--- src/mpsd_pkg.sv ---
// Shared types and constants of the multichannel PWM shift driver.
package mpsd_pkg;

   localparam int CH_W   = 6;
   localparam int DUTY_W = 8;
   localparam int STEP_W = 8;

   localparam logic              REQ_WRITE         = 1'b0;
   localparam logic              REQ_TICK          = 1'b1;
   localparam logic [STEP_W-1:0] FRAME_STEPS_RESET = 8'hFF;

   typedef struct packed {
      logic              req_type;
      logic [CH_W-1:0]   channel;
      logic [DUTY_W-1:0] duty_value;
   } req_item_type;

   typedef struct packed {
      logic            serial_bit;
      logic [CH_W-1:0] bit_channel;
      logic            latch_pulse;
   } rsp_item_type;

endpackage

--- src/multichannel_pwm_shift_driver.sv ---
// Top level of the multichannel PWM shift driver.
//
// Request items come in on req_*: a duty write stores one channel's 8-bit duty
// and gives no result; a tick sends one bit for every channel, lowest channel
// first, on rsp_*, with latch_pulse set on the last bit. A bit is 1 while the
// frame step is below the channel's duty. csr_* writes frame_steps, the number
// of steps per frame; it is always ready and is to be written only while idle,
// which the block itself does not enforce. Duties live in a RAM with registered
// read, one entry per channel. A tick reads one entry per cycle while rsp_stall
// does not hold the pipeline, and holds off new requests until the last entry
// has been read. Its bits pass through the RAM read and the output register and
// follow one per cycle while rsp_stall is low. A stall on rsp_stall freezes the
// read pipeline and the output register, and so delays the end of the tick.
// Reset clears the per-channel valid bits, so every duty reads as zero, sets the
// step counter to zero and frame_steps to 255. No clearing pass is needed.
// A write to a channel at or above CHANNELS is dropped.
module multichannel_pwm_shift_driver #(
   parameter int CHANNELS = 48
) (
   input  logic                                clock,
   input  logic                                reset,
   input  logic                                req_valid,
   output logic                                req_stall,
   input  mpsd_pkg::req_item_type              req_item,
   output logic                                rsp_valid,
   input  logic                                rsp_stall,
   output mpsd_pkg::rsp_item_type              rsp_item,
   input  logic                                csr_valid,
   output logic                                csr_ready,
   input  logic [mpsd_pkg::STEP_W-1:0]         csr_data
);

   localparam int ADDR_W = $clog2(CHANNELS);

   localparam logic ST_IDLE = 1'b0;
   localparam logic ST_RUN  = 1'b1;

   logic                          state_ff, state_in;
   logic [mpsd_pkg::CH_W-1:0]     issue_ch_ff, issue_ch_in;
   logic [mpsd_pkg::STEP_W-1:0]   step_ff, step_in;
   logic [mpsd_pkg::STEP_W-1:0]   tick_step_ff, tick_step_in;
   logic [mpsd_pkg::STEP_W-1:0]   frame_steps_ff, frame_steps_in;
   logic [CHANNELS-1:0]           vld_ff, vld_in;

   logic                          s1_valid_ff, s1_valid_in;
   logic                          s1_vld_ff, s1_vld_in;
   logic [mpsd_pkg::CH_W-1:0]     s1_ch_ff, s1_ch_in;
   logic [mpsd_pkg::STEP_W-1:0]   s1_step_ff, s1_step_in;
   logic                          s1_last_ff, s1_last_in;

   logic                          rsp_valid_ff, rsp_valid_in;
   mpsd_pkg::rsp_item_type        rsp_item_ff, rsp_item_in;

   logic                          req_acc;
   logic                          wr_en;
   logic                          out_free;
   logic                          s1_free;
   logic                          issue;
   logic                          issue_last;
   logic [mpsd_pkg::STEP_W:0]     step_next;
   logic [mpsd_pkg::DUTY_W-1:0]   ram_rd_data;
   logic [mpsd_pkg::DUTY_W-1:0]   s1_duty;

   assign req_stall = (state_ff == ST_RUN);
   assign req_acc   = req_valid && !req_stall;
   assign csr_ready = 1'b1;

   assign wr_en = req_acc && (req_item.req_type == mpsd_pkg::REQ_WRITE) &&
                  ({1'b0, req_item.channel} < (mpsd_pkg::CH_W + 1)'(CHANNELS));

   // The output register frees when empty or taken; the RAM data stage moves on then.
   assign out_free   = !rsp_valid_ff || !rsp_stall;
   assign s1_free    = !s1_valid_ff || out_free;
   assign issue      = (state_ff == ST_RUN) && s1_free;
   assign issue_last = (issue_ch_ff == mpsd_pkg::CH_W'(CHANNELS - 1));

   assign step_next = {1'b0, step_ff} + (mpsd_pkg::STEP_W + 1)'(1);
   assign s1_duty   = s1_vld_ff ? ram_rd_data : '0;

   mpsd_ram #(
      .WIDTH (mpsd_pkg::DUTY_W),
      .DEPTH (CHANNELS)
   ) duty_ram (
      .clock   (clock),
      .wr_en   (wr_en),
      .wr_addr (req_item.channel[ADDR_W-1:0]),
      .wr_data (req_item.duty_value),
      .rd_en   (issue),
      .rd_addr (issue_ch_ff[ADDR_W-1:0]),
      .rd_data (ram_rd_data)
   );

   always_comb begin
      state_in       = state_ff;
      issue_ch_in    = issue_ch_ff;
      step_in        = step_ff;
      tick_step_in   = tick_step_ff;
      frame_steps_in = frame_steps_ff;
      vld_in         = vld_ff;

      if (csr_valid && csr_ready) begin
         frame_steps_in = csr_data;
      end
      if (wr_en) begin
         vld_in[req_item.channel[ADDR_W-1:0]] = 1'b1;
      end

      case (state_ff)
         ST_IDLE: begin
            if (req_acc && (req_item.req_type == mpsd_pkg::REQ_TICK)) begin
               state_in     = ST_RUN;
               issue_ch_in  = '0;
               tick_step_in = step_ff;
               // Advancing at acceptance gives the same frame as advancing after the bits.
               if (step_next >= {1'b0, frame_steps_ff}) begin
                  step_in = '0;
               end else begin
                  step_in = step_next[mpsd_pkg::STEP_W-1:0];
               end
            end
         end
         ST_RUN: begin
            if (issue) begin
               issue_ch_in = issue_ch_ff + mpsd_pkg::CH_W'(1);
               if (issue_last) begin
                  state_in = ST_IDLE;
               end
            end
         end
         default: begin
            state_in = ST_IDLE;
         end
      endcase
   end

   always_comb begin
      s1_valid_in = s1_valid_ff;
      s1_vld_in   = s1_vld_ff;
      s1_ch_in    = s1_ch_ff;
      s1_step_in  = s1_step_ff;
      s1_last_in  = s1_last_ff;
      if (s1_free) begin
         s1_valid_in = issue;
         s1_vld_in   = vld_ff[issue_ch_ff[ADDR_W-1:0]];
         s1_ch_in    = issue_ch_ff;
         s1_step_in  = tick_step_ff;
         s1_last_in  = issue_last;
      end

      rsp_valid_in = rsp_valid_ff;
      rsp_item_in  = rsp_item_ff;
      if (out_free) begin
         rsp_valid_in            = s1_valid_ff;
         rsp_item_in.serial_bit  = (s1_step_ff < s1_duty);
         rsp_item_in.bit_channel = s1_ch_ff;
         rsp_item_in.latch_pulse = s1_last_ff;
      end
   end

   always_ff @(posedge clock) begin
      if (reset) begin
         state_ff       <= ST_IDLE;
         issue_ch_ff    <= '0;
         step_ff        <= '0;
         frame_steps_ff <= mpsd_pkg::FRAME_STEPS_RESET;
         vld_ff         <= '0;
         s1_valid_ff    <= 1'b0;
         rsp_valid_ff   <= 1'b0;
      end else begin
         state_ff       <= state_in;
         issue_ch_ff    <= issue_ch_in;
         step_ff        <= step_in;
         frame_steps_ff <= frame_steps_in;
         vld_ff         <= vld_in;
         s1_valid_ff    <= s1_valid_in;
         rsp_valid_ff   <= rsp_valid_in;
      end
   end

   always_ff @(posedge clock) begin
      tick_step_ff <= tick_step_in;
      s1_vld_ff    <= s1_vld_in;
      s1_ch_ff     <= s1_ch_in;
      s1_step_ff   <= s1_step_in;
      s1_last_ff   <= s1_last_in;
      rsp_item_ff  <= rsp_item_in;
   end

   assign rsp_valid = rsp_valid_ff;
   assign rsp_item  = rsp_item_ff;

endmodule

--- src/mpsd_ram.sv ---
// Generic single-port-write, single-port-read RAM with registered read data.
module mpsd_ram #(
   parameter int WIDTH = 8,
   parameter int DEPTH = 48
) (
   input  logic                     clock,
   input  logic                     wr_en,
   input  logic [$clog2(DEPTH)-1:0] wr_addr,
   input  logic [WIDTH-1:0]         wr_data,
   input  logic                     rd_en,
   input  logic [$clog2(DEPTH)-1:0] rd_addr,
   output logic [WIDTH-1:0]         rd_data
);

   logic [WIDTH-1:0] mem [DEPTH];
   logic [WIDTH-1:0] rd_data_ff;

   always_ff @(posedge clock) begin
      if (wr_en) begin
         mem[wr_addr] <= wr_data;
      end
      if (rd_en) begin
         rd_data_ff <= mem[rd_addr];
      end
   end

   assign rd_data = rd_data_ff;

endmodule
--- config.mk ---
export PLATFORM = sky130hd
export DESIGN_NAME = multichannel_pwm_shift_driver
export DESIGN_NICKNAME = d
export VERILOG_FILES = /design/src/mpsd_pkg.sv /design/src/multichannel_pwm_shift_driver.sv /design/src/mpsd_ram.sv
export SDC_FILE = /design/constraint.sdc
export NUM_CORES = 1
export LEC_CHECK = 0
export BUFFER_PORTS_ARGS = -buffer_cell sky130_fd_sc_hd__buf_4
export CAP_MARGIN = 5
export CORE_UTILIZATION = 60
export DETAILED_ROUTE_END_ITERATION = 10
export PLACE_DENSITY_LB_ADDON = 0.08
export SLEW_MARGIN = 20
export SYNTH_ARGS = -nofsm -noshare
export SYNTH_HDL_FRONTEND = slang
export SYNTH_HIERARCHICAL = 1
export SYNTH_SLANG_ARGS = --single-unit
--- constraint.sdc ---
create_clock -name clock -period 3.5 [get_ports clock]
set_clock_uncertainty 0.15 [all_clocks]
set_input_delay 0.175 -clock clock [delete_from_list [all_inputs] [get_ports clock]]
set_output_delay 0.175 -clock clock [all_outputs]
set_load 0.05 [all_outputs]
# Word level (Yosys, flattened, before mapping)
# Memory sizes are Yosys's and may differ from the RTL's. A register that Yosys moved wholly into a read port is not among the register bits.
# Cells that the tools add are included.
# totals
ram_bits	384
register_bits	105
elab_cells	59
inputBits	28
mem_count	1
# mem_list
name	depth	width	read_ports	rd_ports_with_merged_regs	write_ports	line_no	rtl
duty_ram.mem	48	8	1	1	1	mpsd_ram.sv:15	logic [WIDTH-1:0] mem [DEPTH];
# op_classes
n_lt_le_gt_ge	6
n_bitwise	3
n_eq_ne	3
reduce_logical	14
add_sub_neg	2
mux	15
# ops
cell	n
$or A48 B48 Y48	1
$mux W8	2
$lt A6 B7 Y1 const B	2
$mux W6	2
$pmux W6 S2	1
$add A8 B1 Y9 const B	1
$ge A9 B8 Y1	1
$lt A8 B8 Y1	1
$mux W1	7
$add A6 B1 Y6 const B	1
$bmux W1 S6	1
$demux W1 S6	1
$eq A6 B6 Y1 const B	1
$ge A6 B1 Y1 const B	1
$logic_and A1 B1 Y1	6
$lt A6 B6 Y1 const B	1
$logic_not A1 Y1	4
$reduce_and A2 Y1	2
$logic_or A1 B1 Y1	2
$ne A2 B1 Y1 const B	1
$ne A2 B2 Y1 const B	1
$not A1 Y1	2
$pmux W1 S2	1

# Depth between registers and ports, before layout
# logic_depth
word_depth	6
depth_mapped	10
mapped_depth_nobuf	10

# Cells and area by module
# Netlist, hierarchy kept.
# by_module_without_submodules
mod	instances	area_each_um2	cells_each	seq_area_each_um2
mpsd_ram	1	15429.8	793	11771.3
multichannel_pwm_shift_driver	1	4434.3	428	2422.3

# Worst setup path after synthesis
# OpenSTA, ideal clock, no wires.
# synth_path
path_kind	register to register
startpoint	register state_ff (netlist: req_stall)
endpoint	memory duty_ram.mem[18][0], enable pin
period_less_slack_ns	2.749
t_arrival_ns	2.216
path_buffers	0
path_slack_ns	0.751
stages_incl_launch_ff	6
cell_sequence	dfxtp_1 nor3b_1 and2_1 nor4bb_1 nand2_1 nor3_1
# synth_via
elab_chain_len	6
# synth_rtl
item	line_no	rtl
from (decl)	multichannel_pwm_shift_driver.sv:38	logic state_ff, state_in;
from (signal assigned)	multichannel_pwm_shift_driver.sv:170	state_ff <= state_in;
$logic_not A1 Y1	multichannel_pwm_shift_driver.sv:65	assign req_acc = req_valid && !req_stall;
$logic_and A1 B1 Y1	multichannel_pwm_shift_driver.sv:65	
$logic_and A1 B1 Y1 (2 in series)	multichannel_pwm_shift_driver.sv:68	assign wr_en = req_acc && (req_item.req_type == mpsd_pkg::REQ_WRITE) &&
via wr_en	multichannel_pwm_shift_driver.sv:55	logic wr_en;
$mux W1	mpsd_ram.sv:19	if (wr_en) begin
$mux W1 (implied by the code)	mpsd_ram.sv:20	mem[wr_addr] <= wr_data;
to (decl)	mpsd_ram.sv:15	
# The timed path passes the listed nets, and every way through them passes these cells.

# Final worst setup path
# layout_path
startpoint	register step_ff[0] (netlist bit)
endpoint	register step_ff[5] (netlist bit)
# layout_via
elab_chain_len	3
# layout_rtl
item	line_no	rtl
from (decl)	multichannel_pwm_shift_driver.sv:40	logic [mpsd_pkg::STEP_W-1:0] step_ff, step_in;
from (signal assigned)	multichannel_pwm_shift_driver.sv:172	step_ff <= step_in;
$add A8 B1 Y9 (*)	multichannel_pwm_shift_driver.sv:77	assign step_next = {1'b0, step_ff} + (mpsd_pkg::STEP_W + 1)'(1);
$ge A9 B8 Y1	multichannel_pwm_shift_driver.sv:115	if (step_next >= {1'b0, frame_steps_ff}) begin
$mux W8 (*)	multichannel_pwm_shift_driver.sv:115	
# Mark *: on every way between the ends. The rest lies on a longest branch, timed or not.
# A chain may end at the register's enable or synchronous reset.

==> results.py <==
metrics = {
    "global_route": {
        "grt_overflow": 0,
        "grt_util_met1_pct": 37.4,
        "use_met2_pct": 39.2,
        "busiest_layer": "met2",
        "grt_max_degree": 57,
        "grt_util_all_layers_pct": 24.9,
        "antenna_found_initial": 0,
        "grt_pass1_wl_microns": 62500,
        "grt_pass1_vias": 10500,
        "grtUsageMet3_pct": 3.43,
    },
    "place": {
        "gp_congestion": 0.841,
        "post-dp-hpwl_microns": 25500,
        "io_buffers": 37,
        "pre_cts_slack_ns": 0.527,
    },
    "drt": {
        "first_pass_iters": 5,
        "wl_microns": 40900,
        "drc_errors": 0,
        "vias": 10800,
        "drt_iter0_markers": 982,
        "viasPerCell": 5.93,
        "postRouteAntennaNets": 0,
        "avgRoutedWirePerCell_microns": 22.4,
    },
    "logic_synthesis": {
        "async_reset_ff_share_pct": 0,
        "ys_seq_area_share_pct": 71.5,
        "synth_commonest_cells": "424 x edfxtp_1, 131 x mux2i_1, 115 x nor2_1",
        "ys_types": 54,
        "synth_top_area_share_pct": 64.1,
        "avgSynthCellArea_sq_um": 16.3,
        "syn_inst": 1221,
        "synth_mux_area_share_pct": 12.6,
        "synth_most_common_cell": "edfxtp_1",
        "synth-compound-area-share_pct": 6.95,
        "ys_warn_count": 6,
        "synth_xor_area_share_pct": 0.397,
        "synth-seq-cells": 497,
        "synthTopCellsByArea": "edfxtp_1 64%, dfxtp_1 7.4%, mux2i_1 6.6%",
        "syn_nets": 1266,
        "synth_edf_count": 424,
        "synth_ff_type": "edfxtp_1",
        "synth-simple-area-share_pct": 5.29,
        "synth_area_sq_mm": 0.0199,
        "synth.largest_area_cell": "edfxtp_1",
        "synth_top_family_by_area": "multiplexers",
        "synthAdderAreaFrac_pct": 1.07,
    },
    "clock_network": {
        "hold_buffers": 41,
        "post_cts.resized_instances": 0,
        "cts-htree-levels": 2,
        "cts_root_buffer": "clkbuf_16",
        "cts_made_buffers": 49,
        "path_clk_slew_ns": 0.06,
        "clockBufferDepth": 3,
        "post-cts-setup-buffers": 0,
        "cts_tree": "yes",
        "clock_latency_ns": 0.54,
        "clock-sinks": 497,
    },
    "pwr": {
        "p_per_area_mw_per_mm2": 540,
        "vdd_ir_drop_max_v": 0.000443,
        "p_leak_uw": 0.00752,
    },
    "floorplan": {
        "die_w_microns": 184,
        "coreArea_sq_mm": 0.0325,
        "initial_utilization_pct": 61.1,
        "fp.dieH_microns": 184,
        "die_area_sq_mm": 0.0338,
        "pin_count": 39,
        "core.rowCount": 66,
    },
    "final_layout": {
        "area_delta_synth_final_pct": 15.0,
        "drive_gt1_share_pct": 17.0,
        "fin_nets": 1383,
        "antennaDiodeCount": 0,
        "multi_input_area_sq_mm": 0.00523,
        "n_fill_cell": 2128,
        "seqCellArea_sq_mm": 0.0142,
    },
    "critical_path": {
        "worst-setup-path-type": "flop to flop",
        "worstSetupStartpointType": "flop",
        "cp.arrival_ns": 3.33,
        "critPathMaxFanout": 8,
        "crit_required_ns": 3.81,
        "endpoint_kind": "flop",
    },
    "timing": {
        "hold_viol": 0,
        "worst_pin_slew_ns": 0.971,
        "fin_crit_sh_pct": 86.1,
        "setup_tns_ns": 0,
        "maxSlewHeadroom_pct": 35.2,
        "timing.fmax_mhz": 332,
        "fin_ws_ns": 0.487,
        "drv_slew": 0,
        "rsz0062_at_grt": "false",
        "setup_viol": 0,
        "fin_crit_ns": 3.01,
    },
    "job": {
        "drv_cap": 0,
    },
    "worst_hold_path": {
        "hold_path_class": "input port to flop",
    },
    "status": {
        "status": "completed",
    },
}
path summary, 6_finish.rpt:
path,start,end,slack [ns],cells after the start
setup / recovery,step_ff[0],step_ff[5],0.49,9
hold / removal,req_item[8],vld_ff[44],0.05,4
setup reg to reg,step_ff[0],step_ff[5],0.49,9
hold reg to reg,s1_ch_ff[2],rsp_item[3],0.27,0
kinds of logic (layout without fill, tap and decap cells):
| logic type | count (synthesis) | after routing |
|---|---|---|
| XOR/XNOR | 9 | 9 |
| adder cells (fa/ha/maj) | 17 | 17 |
| AO/OA/AOI/OAI | 192 | 192 |
| other | 1 | 1 |
| multiplexers | 184 | 184 |
| buffers and inverters | 86 | 244 |
| AND/OR/NAND/NOR | 235 | 235 |
| flip-flops | 497 | 497 |
state kept, by name, indices dropped and copies added, names as in the netlist:
name	count
duty_ram/mem	384
vld_ff	48
duty_ram/rd_data	8
frame_steps_ff	8
rsp_item	8
s1_step_ff	8
step_ff	8
tick_step_ff	8
issue_ch_ff	6
s1_ch_ff	6
req_stall	1
rsp_valid	1
s1_last_ff	1
s1_valid_ff	1
s1_vld_ff	1
placed cells by master (no fill, tap or decap), drive strengths merged, types with 16 or more instances in the layout:
| cell | n |
|---|---|
| a21oi | 71 |
| a221oi | 16 |
| a22o | 16 |
| a22oi | 34 |
| buf | 92 |
| clkbuf | 67 |
| clkinv | 16 |
| dfxtp | 73 |
| dlygate4sd3 | 41 |
| edfxtp | 424 |
| ha | 17 |
| inv | 20 |
| mux2i | 131 |
| mux4 | 52 |
| nand2 | 54 |
| nor2 | 115 |
worst max-delay path, cell delays in order (launching register included):
cell and delay (ns):
dfxtp_1 0.44, ha_1 0.28, and3_1 0.22, and3_1 0.24, xnor2_1 0.14, ha_1 0.26
a21o_1 0.19, a2111oi_4 0.60, o211ai_2 0.25, o221ai_2 0.18
through the flow:
stage / hold slack [ns] / utilization (%) / power, uW / cells / area (sq um)
floorplan: 0.124 / - / 6950 / 1221 / 19900
global placement: 0.239 / 63.9 / 7140 / 1688 / 20800
detailed placement: 0.247 / 63.9 / 7150 / 1688 / 20800
CTS: 0.0134 / 70.2 / 12400 / 1821 / 22900
global route: 0.0579 / 70.2 / 12700 / 1821 / 22900
finish: 0.0456 / 70.2 / 12300 / 1821 / 22900
metal layers:
metal	wire length [microns]	share of wire, %
met1	18400	45
met2	19600	48
met3	2130	5.2
met4	762	1.9
met5	0	0
power breakdown:
part | switching, uW | internal, uW
logic | 338 | 230
clock network | 2120 | 3160
registers | 31.9 | 6460
cell type report:
type / instances / share of cell area (%)
clock buffers: 67 / 5.94
clock inverters: 25 / 1.23
inverters: 19 / 0.312
multi-input cells: 638 / 22.9
flip-flops and latches: 497 / 62.1
well taps: 442 / 2.42
repair buffers: 133 / 5.09
No activity file was read; power rests on OpenSTA's default activity.
